[config.mk]
export PLATFORM = sky130hd
export DESIGN_NAME = gng_queue
export DESIGN_NICKNAME = d
export VERILOG_FILES = /design/src/gng_pkg.sv /design/src/gng_queue.sv
export VERILOG_INCLUDE_DIRS = /design/src /design/src/src
export SDC_FILE = /design/constraint.sdc
export NUM_CORES = 1
export LEC_CHECK = 0
export ABC_CLOCK_PERIOD_IN_PS = 5100
export BUFFER_PORTS_ARGS = -buffer_cell sky130_fd_sc_hd__buf_2
export CAP_MARGIN = 40
export CORE_MARGIN = 1.5
export CORE_UTILIZATION = 55
export CTS_CLUSTER_SIZE = 12
export DETAILED_ROUTE_END_ITERATION = 6
export PLACE_DENSITY_LB_ADDON = 0.2
export SLEW_MARGIN = 0
export SYNTH_ARGS = -nofsm -noshare
export SYNTH_HDL_FRONTEND = slang
export SYNTH_SLANG_ARGS = --single-unit
[constraint.sdc]
create_clock -name clk -period 5.1 [get_ports clk]
set_clock_uncertainty 0.2 [all_clocks]
set_input_delay 0.255 -clock clk [delete_from_list [all_inputs] [get_ports clk]]
set_output_delay 0.255 -clock clk [all_outputs]
set_load 0.005 [all_outputs]
[src/assert_macros.svh]
// assertion macros shared by the queue and back end of the gaussian noise generator
`ifndef ASSERT_MACROS_SVH
`define ASSERT_MACROS_SVH

// cond holds in the cycle after trig
`define ASSERT_NEXT(label, trig, cond) \
	label: assert property (@(posedge clk) disable iff (!arst_n) (trig) |=> (cond)) \
		else $error("assertion failed");

// expr never holds
`define ASSERT_NEVER(label, expr) \
	label: assert property (@(posedge clk) disable iff (!arst_n) !(expr)) \
		else $error("assertion failed");

`endif

[src/gng_pkg.sv]
// shared constants, types and tables of the gaussian noise generator
package gng_pkg;

	localparam int UNIFORM_BITS  = 24;
	localparam int FRACTION_BITS = 12;
	localparam int CORDIC_STEPS  = 28;
	localparam int QUEUE_DEPTH   = 2;

	localparam logic [31:0] SEED_DEFAULT   = 32'h12345678;
	localparam logic [28:0] TWO_LN2_Q28    = 29'd372130559;
	localparam logic [35:0] ZERO_U1_R2_Q30 = 36'd59337166024;
	localparam logic [29:0] INV_GAIN_Q30   = 30'd652032874;

	// pair of uniforms taken from two generator words
	typedef struct packed {
		logic [UNIFORM_BITS-1:0] m;
		logic [UNIFORM_BITS-1:0] v;
	} uni_pair_t;

	typedef struct packed {
		logic full;
		logic empty;
	} q_status_t;

	// arctangent of 2^-i in turns, 2^32 per turn
	function automatic logic [29:0] turn_atan(input logic [4:0] i);
		logic [29:0] a;
		case (i)
			5'd0:  a = 30'h20000000;
			5'd1:  a = 30'h12e4051d;
			5'd2:  a = 30'h09fb385b;
			5'd3:  a = 30'h051111d4;
			5'd4:  a = 30'h028b0d43;
			5'd5:  a = 30'h0145d7e1;
			5'd6:  a = 30'h00a2f61e;
			5'd7:  a = 30'h00517c55;
			5'd8:  a = 30'h0028be53;
			5'd9:  a = 30'h00145f2e;
			5'd10: a = 30'h000a2f98;
			5'd11: a = 30'h000517cc;
			5'd12: a = 30'h00028be6;
			5'd13: a = 30'h000145f3;
			5'd14: a = 30'h0000a2f9;
			5'd15: a = 30'h0000517c;
			5'd16: a = 30'h000028be;
			5'd17: a = 30'h0000145f;
			5'd18: a = 30'h00000a2f;
			5'd19: a = 30'h00000517;
			5'd20: a = 30'h0000028b;
			5'd21: a = 30'h00000145;
			5'd22: a = 30'h000000a2;
			5'd23: a = 30'h00000051;
			5'd24: a = 30'h00000028;
			5'd25: a = 30'h00000014;
			5'd26: a = 30'h0000000a;
			5'd27: a = 30'h00000005;
			default: a = 30'h0;
		endcase
		return a;
	endfunction

endpackage

[src/gng_queue.sv]
// short queue of uniform pairs between front and back
module gng_queue import gng_pkg::*; (
	input  logic      clk,
	input  logic      arst_n,
	input  logic      push,
	input  uni_pair_t push_pair,
	input  logic      pop,
	output uni_pair_t head,
	output q_status_t status
);

	`include "assert_macros.svh"

	localparam int PtrW = $clog2(QUEUE_DEPTH);

	uni_pair_t           entry_q [QUEUE_DEPTH];
	logic [PtrW-1:0]     wr_ptr_q, rd_ptr_q;
	logic [PtrW:0]       count_q;

	assign head         = entry_q[rd_ptr_q];
	assign status.full  = (count_q == (PtrW+1)'(QUEUE_DEPTH));
	assign status.empty = (count_q == '0);

	always_ff @(posedge clk) begin
		if (push) begin
			entry_q[wr_ptr_q] <= push_pair;
		end
	end

	always_ff @(posedge clk or negedge arst_n) begin
		if (!arst_n) begin
			wr_ptr_q <= '0;
			rd_ptr_q <= '0;
			count_q  <= '0;
		end else begin
			if (push) begin
				wr_ptr_q <= (wr_ptr_q == PtrW'(QUEUE_DEPTH-1)) ? '0 : wr_ptr_q + 1'b1;
			end
			if (pop) begin
				rd_ptr_q <= (rd_ptr_q == PtrW'(QUEUE_DEPTH-1)) ? '0 : rd_ptr_q + 1'b1;
			end
			if (push && !pop) begin
				count_q <= count_q + 1'b1;
			end else if (pop && !push) begin
				count_q <= count_q - 1'b1;
			end
		end
	end

	`ASSERT_NEVER(q_no_overflow, push && status.full)
	`ASSERT_NEVER(q_no_underflow, pop && status.empty)
	`ASSERT_NEXT(q_count_up, push && !pop, count_q == $past(count_q) + 1'b1)

endmodule

==> impl_metrics.json <==
{
  "status": "finished with violations",
  "violations": "design-rule violations",
  "power_frac_clock_pct": 24.0,
  "route.met3.wl_um": 425,
  "gp_congestion": 0.647,
  "regArea_mm2": 0.00298,
  "hpwl_um": 3940,
  "nets": 379,
  "multi_input_area_um2": 669,
  "vias_per_cell": 5.02,
  "grt_usage_pct": 19.1,
  "fin_setup_tns_ps": 0,
  "reg2reg_slack_ps": 3260,
  "area_growth_pct": 36.7,
  "setup_violations": 0,
  "synth_area_mm2": 0.00370,
  "h-tree-depth": 3,
  "antenna_left": 0,
  "cts-root-buf": "clkbuf_8",
  "port_buffers": 101,
  "max_stage_delay_ps": 670,
  "dieWidth_um": 85.0,
  "die_y_um": 85.0,
  "clock_path_buffers": 2,
  "maxCapViolCount": 0,
  "p_int_mw": 1.79,
  "fmax_ghz": 0.396,
  "grt_pass1_wl_um": 10300,
  "synth-seq-cells": 100,
  "crit_arrival_ps": 2070,
  "drive_gt1_share_pct": 51.4,
  "coreArea_mm2": 0.00642,
  "max-vdd-ir-drop_mv": 0.442,
  "fin_crit_sh_pct": 49.5,
  "netlist_instances": 165,
  "synth_top_area_share_pct": 78.0,
  "path_class": "flop to output pin",
  "grt.overflow.total": 0,
  "dp.cells": 341,
  "stdcell_count": 408,
  "numCtsBuffers": 9,
  "clk_latency_ps": 350,
  "finalInstanceArea_mm2": 0.00505,
  "switching_share_pct": 25.8,
  "antenna_found_initial": 0,
  "ctsHoldBuffers": 51,
  "synthTopCellsByArea": "edfxtp_1 (78%), mux2_2 (12%), mux2_4 (4.1%), dfrtp_1 (2.7%), xor2_1 (0.95%)",
  "slew_violations": 0,
  "fillers": 381,
  "post-route-min-period_ps": 2520,
  "fin_ws_ps": 2580,
  "drtIter0Drc": 96,
  "path_cells": "buf_4, mux2_2, buf_2",
  "synth_area_leader_cell": "edfxtp_1",
  "cts_tree": "built",
  "worst-path-buf-inv": 2,
  "met1_length_um": 2600,
  "worst_ep_required_time_ps": 4640,
  "syn_nets": 218,
  "die_area_mm2": 0.00722,
  "pwr-share-comb_pct": 27.6,
  "cp-end-kind": "output pin",
  "crit_slowest_cell": "dfrtp_2",
  "power.density_mw_per_mm2": 478,
  "start_util_pct": 57.5,
  "startpoint_type": "flop",
  "tightest_slew_ps": 728,
  "yosysWarnings": 0,
  "rsz0062_at_grt": "false",
  "routed-wl-met2_um": 3540,
  "slew-limit-headroom_pct": 51.4,
  "route.vias.total": 2050,
  "n_antenna_cell": 0,
  "finalHoldViolCount": 0,
  "ys_seq_area_share_pct": 80.7,
  "wl_um": 6700,
  "clock-sinks": 100,
  "grt_pass1_vias": 2186,
  "fin_util_pct": 78.7,
  "top_layer": "met4",
  "clkSlewWorstSetupHoldPaths_ps": 90,
  "switchingPower_uw": 623,
  "place_worst_setup_slack_ps": 2950,
  "min_path_type": "primary input to asynchronous set/reset pin",
  "p_seq_share_pct": 48.4,
  "cts_setup_buffers": 0,
  "rows": 29,
  "ys_types": 14,
  "dpl_cell_area_mm2": 0.00430,
  "ios": 102,
  "cts.repair.resized": 0,
  "cp_max_fo": 30,
  "wl_per_cell_um": 16.4,
  "syn_avg_cell_area_um2": 22.4,
  "drt-pass1-iter-count": 7,
  "grt_max_degree": 49,
  "p_leak_nw": 1.98,
  "drc": 7,
  "worst_path_dominant_cell_family": "flip-flops"
}
kinds of logic (layout without fill, tap and decap cells):
| family | count (synthesis) | after routing | share of synthesized area (%) |
|---|---|---|---|
| flops | 100 | 100 | 80.7 |
| buf+inv | 6 | 172 | 1.42 |
| simple gates | 5 | 5 | 0.711 |
| mux | 48 | 48 | 15.6 |
| xor+xnor | 5 | 5 | 1.18 |
| fa+ha+maj | 1 | 1 | 0.338 |
final cells by class:
class | instances | share of cell area, %
sequential | 100 | 59.1
timing repair buffer | 155 | 21.0
multi-input combinational | 59 | 13.2
clock buffer | 10 | 2.53
clock inverter | 6 | 2.23
tap | 77 | 1.91
inverter | 1 | 0.0743
cells in the mapped netlist:
cell,number
nor2_1,2
xor2_1,4
edfxtp_1,96
buf_6,1
ha_1,1
buf_4,3
dfrtp_1,4
and2_1,1
inv_1,1
nor2b_1,2
xnor2_1,1
buf_8,1
mux2_2,38
mux2_4,10
worst paths after layout:
kind,end,cells past startpoint,from
worst max-delay path,head[18],3,rd_ptr_q
worst min-delay path,wr_ptr_q,2,arst_n
worst max register to register,entry_q[1][2],2,wr_ptr_q
worst min register to register,count_q[1],1,count_q[1]
max in group asynchronous,rd_ptr_q,2,arst_n
min in group clk,count_q[1],1,count_q[1]
layer usage:
layer  global-route usage (%)  up-vias
li1                         -      962
met1                     22.6      996
met2                     32.8       77
met3                     6.23       15
met4                     7.15        0
met5                        0        -
state kept, by name (all words and copies together), names as in the netlist:
name,cells
entry_q,96
count_q,2
rd_ptr_q,1
wr_ptr_q,1
power by group through the flow:
stage | sequential [mW] | clock [mW] | combinational [mW]
finish | 1.17 | 0.579 | 0.668
global route | 1.19 | 0.619 | 0.720
CTS | 1.17 | 0.590 | 0.673
detailed placement | 1.19 | 0 | 0.639
global placement | 1.18 | 0 | 0.624
floorplan | 1.15 | 0 | 0.429
placed cells by master (no fill, tap or decap), drive strengths merged:
cell type	Yosys	routed
edfxtp	96	96
mux2	48	48
nor2b	2	2
dfrtp	4	4
inv	1	1
and2	1	1
xor2	4	4
bufinv	0	3
clkinv	0	3
dlygate4sd3	0	51
clkbuf	0	10
ha	1	1
buf	5	104
nor2	2	2
xnor2	1	1
metrics by stage:
step                      hold WS, ps  power (mW)
after floorplan                  -241        1.58
after global placement           -132        1.80
after detailed placement         -133        1.83
after CTS                        12.5        2.43
after global routing             24.1        2.53
final                            27.1        2.42
Power figures use the tool's default switching activity.
