File: src/assert_macros.svh
// assertion macros shared by the queue and back end of the gaussian noise generator
`ifndef ASSERT_MACROS_SVH
`define ASSERT_MACROS_SVH

// cond holds in the cycle after trig
`define ASSERT_NEXT(label, trig, cond) \
	label: assert property (@(posedge clk) disable iff (!arst_n) (trig) |=> (cond)) \
		else $error("assertion failed");

// expr never holds
`define ASSERT_NEVER(label, expr) \
	label: assert property (@(posedge clk) disable iff (!arst_n) !(expr)) \
		else $error("assertion failed");

`endif

File: src/gng_pkg.sv
// shared constants, types and tables of the gaussian noise generator
package gng_pkg;

	localparam int UNIFORM_BITS  = 24;
	localparam int FRACTION_BITS = 12;
	localparam int CORDIC_STEPS  = 28;
	localparam int QUEUE_DEPTH   = 2;

	localparam logic [31:0] SEED_DEFAULT   = 32'h12345678;
	localparam logic [28:0] TWO_LN2_Q28    = 29'd372130559;
	localparam logic [35:0] ZERO_U1_R2_Q30 = 36'd59337166024;
	localparam logic [29:0] INV_GAIN_Q30   = 30'd652032874;

	// pair of uniforms taken from two generator words
	typedef struct packed {
		logic [UNIFORM_BITS-1:0] m;
		logic [UNIFORM_BITS-1:0] v;
	} uni_pair_t;

	typedef struct packed {
		logic full;
		logic empty;
	} q_status_t;

	// arctangent of 2^-i in turns, 2^32 per turn
	function automatic logic [29:0] turn_atan(input logic [4:0] i);
		logic [29:0] a;
		case (i)
			5'd0:  a = 30'h20000000;
			5'd1:  a = 30'h12e4051d;
			5'd2:  a = 30'h09fb385b;
			5'd3:  a = 30'h051111d4;
			5'd4:  a = 30'h028b0d43;
			5'd5:  a = 30'h0145d7e1;
			5'd6:  a = 30'h00a2f61e;
			5'd7:  a = 30'h00517c55;
			5'd8:  a = 30'h0028be53;
			5'd9:  a = 30'h00145f2e;
			5'd10: a = 30'h000a2f98;
			5'd11: a = 30'h000517cc;
			5'd12: a = 30'h00028be6;
			5'd13: a = 30'h000145f3;
			5'd14: a = 30'h0000a2f9;
			5'd15: a = 30'h0000517c;
			5'd16: a = 30'h000028be;
			5'd17: a = 30'h0000145f;
			5'd18: a = 30'h00000a2f;
			5'd19: a = 30'h00000517;
			5'd20: a = 30'h0000028b;
			5'd21: a = 30'h00000145;
			5'd22: a = 30'h000000a2;
			5'd23: a = 30'h00000051;
			5'd24: a = 30'h00000028;
			5'd25: a = 30'h00000014;
			5'd26: a = 30'h0000000a;
			5'd27: a = 30'h00000005;
			default: a = 30'h0;
		endcase
		return a;
	endfunction

endpackage

File: src/gng_front.sv
// front end: draw acceptance and xorshift generator
module gng_front import gng_pkg::*; (
	input  logic        clk,
	input  logic        arst_n,
	input  logic        seed_we,
	input  logic [31:0] seed_data,
	input  logic        draw_valid,
	output logic        draw_stall,
	input  logic        draw,
	input  q_status_t   q_status,
	output logic        push,
	output uni_pair_t   push_pair
);

	logic [31:0] gen_q;
	logic [31:0] w1, w2;

	function automatic logic [31:0] xorshift(input logic [31:0] x);
		logic [31:0] a, b;
		a = x ^ (x << 13);
		b = a ^ (a >> 17);
		return b ^ (b << 5);
	endfunction

	assign w1         = xorshift(gen_q);
	assign w2         = xorshift(w1);
	assign draw_stall = q_status.full;
	assign push       = draw_valid && !q_status.full && draw;
	assign push_pair  = '{m: w1[UNIFORM_BITS-1:0], v: w2[UNIFORM_BITS-1:0]};

	always_ff @(posedge clk or negedge arst_n) begin
		if (!arst_n) begin
			gen_q <= SEED_DEFAULT;
		end else if (seed_we) begin
			gen_q <= (seed_data != 32'd0) ? seed_data : SEED_DEFAULT;
		end else if (push) begin
			gen_q <= w2;
		end
	end

endmodule

File: config.mk
export PLATFORM = sky130hd
export DESIGN_NAME = gng_front
export DESIGN_NICKNAME = d
export VERILOG_FILES = /design/src/assert_macros.svh /design/src/gng_pkg.sv /design/src/gng_front.sv
export SDC_FILE = /design/constraint.sdc
export NUM_CORES = 1
export LEC_CHECK = 0
export ABC_AREA = 0
export BUFFER_PORTS_ARGS = -buffer_cell sky130_fd_sc_hd__buf_2
export CAP_MARGIN = 20
export CELL_PAD_IN_SITES_DETAIL_PLACEMENT = 1
export CELL_PAD_IN_SITES_GLOBAL_PLACEMENT = 1
export CORE_UTILIZATION = 41
export CTS_BUF_LIST = sky130_fd_sc_hd__clkbuf_16
export DETAILED_ROUTE_END_ITERATION = 10
export GPL_TIMING_DRIVEN = 0
export PLACE_DENSITY = 0.86
export SETUP_SLACK_MARGIN = 0.4
export SYNTH_ARGS = -nofsm -noshare
export SYNTH_HDL_FRONTEND = slang
export SYNTH_SLANG_ARGS = --single-unit
File: constraint.sdc
create_clock -name clk -period 2.5 [get_ports clk]
set_input_delay 0.25 -clock clk [delete_from_list [all_inputs] [get_ports clk]]
set_output_delay 0.25 -clock clk [all_outputs]
set_load 0.01 [all_outputs]
==> flow_summary.ini, run 1 <==
[outcome]
status = stopped before the end
lastStage = global routing (5_1_grt)
error_message = [ERROR DPL-0033] detailed placement checks failed during check placement.

[synth]
synthCells = 305
yosysSeqAreaShare_pct = 25.05
syn_area_um2 = 3262
syn-num-nets = 344
synth_seq_cells = 32
ys.warnings.count = 0
netlist.area_leader.share_pct = 16.65
synth_top_cell_by_area = xnor2_1
syn_area_per_cell_um2 = 10.69
synthDistinctLibCells = 38
yosys-top-cells-area = xnor2_1 (17%), xnor3_1 (15%), dfrtp_1 (15%), dfstp_2 (10%), xor3_1 (9.5%)

[clock_tree]
cts_buffers = 5
clock_path_buffers = 2
hold_buffers = 0
htreeDepth = 2
clkSinkCount = 32
cts-root-buf = clkbuf_16

[placed_design]
pre_cts_slack_ns = 0.02390
globalplace.congestion = 0.9046
placedCellCount = 493
placed_area_um2 = 3880
place_hpwl_mm = 9.182
portBuffers = 86

[die]
num_rows = 32
start_util_pct = 42.21
die_width_um = 91.20
io_pins = 89
die_h_um = 91.20

[sta]
worst_endpoint = push_pair[6]
worstEndpointType = primary output

[global_routing]
grt_antenna_before_repair = 0
grt_start_max_net_pins = 33
==> Yosys cell counts <==
master and number:
xor3_4 1, xor3_1 13, dfstp_2 13, clkinv_1 1, a2bb2oi_1 5, o22a_1 1, or3_1 1, mux2_2 2
inv_1 3, clkbuf_1 21, xnor3_1 22, o21ai_1 1, xnor2_4 1, buf_1 1, xor3_2 1, xnor2_1 62
xor2_1 23, o2bb2ai_1 1, buf_6 1, buf_4 2, o31ai_1 1, mux2i_1 7, o31a_1 1, inv_2 1
o32a_1 1, or2_2 1, nand2_1 29, buf_2 3, nand4_1 2, xnor3_2 2, nor4_1 8, nor2_1 18
nor3_1 3, o21a_1 1, a21oi_1 13, o21ai_0 14, dfrtp_1 19, a31oi_1 5
==> kinds of logic after synthesis <==
kind of cell / synth area share, %
flip-flops: 25.05
multiplexers: 2.839
AND/OR/NAND/NOR: 8.170
AO/OA/AOI/OAI: 8.170
buffers and inverters: 4.372
XOR/XNOR: 51.40
==> what timing repair did <==
action                     in CTS
buffers inserted               54
pin swaps                      39
gates resized for setup       102
setup endpoints to repair      46
==> per-stage QoR <==
stage	hold slack (ns)	utilization [%]
3_3_place_gp	0.3738	50.21
3_5_place_dp	0.3819	50.21
2_1_floorplan	-0.04559	-
4_1_cts	0.07915	63.63
==> run 2, diff against run 1 <==
CELL_PAD_IN_SITES_DETAIL_PLACEMENT = unset   (was 1)
CELL_PAD_IN_SITES_GLOBAL_PLACEMENT = unset   (was 1)
CORE_UTILIZATION = 40   (was 41)
CTS_BUF_LIST = unset   (was sky130_fd_sc_hd__clkbuf_16)
PLACE_DENSITY = unset   (was 0.86)
PLACE_DENSITY_LB_ADDON = 0.15   (was unset)
SETUP_SLACK_MARGIN = unset   (was 0.4)
==> flow_summary.ini, run 2 <==
[outcome]
status = completed

[sta]
fmax_mhz = 404.4
rsz0062_at_grt = true
maxSlewViolCount = 0
setup-violations-final = 0
layout_min_cycle_time_ns = 2.473
hold_viol = 0
finalCritPeriodShare_pct = 98.92
slew_headroom_pct = 31.53
skew_ns = 0.008550
worst_slew_pin_slew_ns = 1.020

[global_routing]
grt.overflow.total = 0
grt_pass1_vias = 2764
grt_start_max_net_pins = 33
grt_util_met2_pct = 41.05
grt_antenna_before_repair = 0
grt_pass1_wl_mm = 16.05
grt-busiest-layer = met2
grt_util_all_layers_pct = 26.29
globalRouteMet3Util_pct = 3.530
use_met1_pct = 38.37

[placed_design]
placedCellCount = 493
globalplace.congestion = 0.8667
portBuffers = 86
place_hpwl_mm = 7.800
placed_area_um2 = 3820

[synth]
synth_edf_count = 0
syn_area_per_cell_um2 = 10.69
synthCells = 305
netlist.area_leader.share_pct = 16.65
synth_top_family_by_area = XOR/XNOR gates
synth_seq_cells = 32
yosys.area_share.simple_pct = 8.170
synth-compound-area-share_pct = 8.170
ys.warnings.count = 0
synth_commonest_cells = xnor2_1 (62), nand2_1 (29), xor2_1 (23)
synth_top_cell_by_area = xnor2_1
yosys-top-cells-area = xnor2_1 (17%), xnor3_1 (15%), dfrtp_1 (15%), dfstp_2 (10%), xor3_1 (9.5%)
syn_area_um2 = 3262
yosysSeqAreaShare_pct = 25.05
yosysMostFrequentCell = xnor2_1
async_flop_share_pct = 100.0
synth_xor_area_share_pct = 51.40
synthDistinctLibCells = 38
synth_flop_cell = dfrtp_1
syn-num-nets = 344
synthAdderAreaFrac_pct = 0
synth_mux_area_share_pct = 2.839

[final_layout]
largest_reg_flops = 32
postLayoutCellArea_um2 = 4220
nets = 454
instances_no_fill = 518
final_common_cell = buf_2
layout_common_cells = buf_2 (88), xnor2_1 (56), buf_4 (31)
area_growth_pct = 29.38
largestRegisters = gen_q x32
top_register = gen_q
layout-drive-gt1-share_pct = 42.79
diodes = 0

[clock_tree]
hold_buffers = 0
clk_latency_ns = 0.29
cts-root-buf = clkbuf_8
cts_tree = done
clock_path_buffers = 2
clkSinkCount = 32
clk_pin_slew_ns = 0.07
htreeDepth = 2
cts_buffers = 5

[routing]
wirelength_mm = 10.63
viasPerCell = 5.264
drc = 0
wl_per_cell_um = 20.51
ant_nets = 0
drt_iter0_markers = 201
vias = 2727
first_pass_iters = 4

[die]
die_h_um = 92.31
die_width_um = 92.31
num_rows = 32
io_pins = 89
coreArea_um2 = 7807
start_util_pct = 41.78
die_area_um2 = 8520

[pwr]
peakVddDrop_v = 0.0009703
p_leak_nw = 2.030
power_density_nw_per_um2 = 1857

[worst_setup_path]
path_class = flop to primary output
cp_max_fo = 5
startpoint_type = flop
worstSetupEndpointType = primary output
cp_data_arrival_time_ns = 2.22
required_ns = 2.25

[worst_hold_path]
min_path_type = primary input to asynchronous set/reset pin

[flow_run]
max_cap_viol_count = 0
[run 2: cell counts after synthesis]
Identical to the previous run, type by type.
[run 2: kinds of logic after synthesis]
family | after synthesis
buffers and inverters | 33
flip-flops | 32
AO/OA/AOI/OAI | 44
multiplexers | 9
XOR/XNOR | 125
AND/OR/NAND/NOR | 62
[run 2: worst paths after layout]
| path | endpoint | start | slack [ns] | depth (start not counted) |
|---|---|---|---|---|
| min in group clk | gen_q[19]$_DFFE_PN0P_ | seed_data[19] | 0.19 | 3 |
| hold reg to reg | gen_q[5]$_DFFE_PN1P_ | gen_q[5]$_DFFE_PN1P_ | 0.52 | 2 |
| max in group asynchronous | gen_q[13]$_DFFE_PN0P_ | arst_n | 1.86 | 1 |
| hold / removal | gen_q[22]$_DFFE_PN0P_ | arst_n | 0.06 | 1 |
| setup / recovery | push_pair[6] | gen_q[18]$_DFFE_PN1P_ | 0.03 | 5 |
| setup reg to reg | gen_q[26]$_DFFE_PN0P_ | gen_q[25]$_DFFE_PN1P_ | 0.18 | 6 |
[run 2: where the power goes]
part           switching (mW)  internal (mW)  total [mW]
Combinational            3.01           3.45        6.46
Sequential              0.163          0.652       0.815
Clock                   0.215          0.352       0.567
[run 2: per-stage QoR]
stage               setup slack (ns)  hold slack, ns  power [mW]  utilization (%)    TNS (ns)
floorplan                     0.1220        -0.04559       4.792                -           0
global placement             -0.1995          0.3832       6.530            48.93     -0.8096
detailed placement           -0.1611          0.3834       6.554            48.93     -0.5715
CTS                       -0.0002005         0.06652       7.642            52.53  -0.0002005
global route                -0.05184         0.08608       8.314            54.05    -0.05542
finish                       0.02690         0.05768       7.839            54.05           0
[run 2: what timing repair did]
action	4_1_cts	5_1_grt
setup buffers	14	15
pin swaps	13	12
setup endpoints to repair	21	11
gates resized for setup	22	7
[run 2: cell type report]
| class | instances | area [um2] |
|---|---|---|
| Sequential cell | 32 | 822.0 |
| Buffer | 16 | 77.57 |
| Inverter | 5 | 18.77 |
| Clock inverter | 1 | 30.03 |
| Multi-Input combinational cell | 240 | 2400 |
| Fill cell | 747 | 3587 |
| Tap cell | 102 | 127.6 |
| Clock buffer | 7 | 96.34 |
| Timing Repair Buffer | 115 | 648.1 |
[run 2: layer usage]
layer / routed length, um / share of wire, % / vias up
met5: 0 / 0 / -
met2: 4934 / 46 / 129
met1: 4663 / 44 / 1333
met3: 854 / 8.0 / 13
li1: - / - / 1252
met4: 172 / 1.6 / 0
[run 2: worst max-delay path, cell delays in order (launching register included)]
cell and delay [ns]:
dfstp_2 0.61, xor3_1 0.38, xnor3_2 0.30, xor3_2 0.31, xnor2_2 0.18, buf_2 0.16
(Power assumes the default switching activity.)
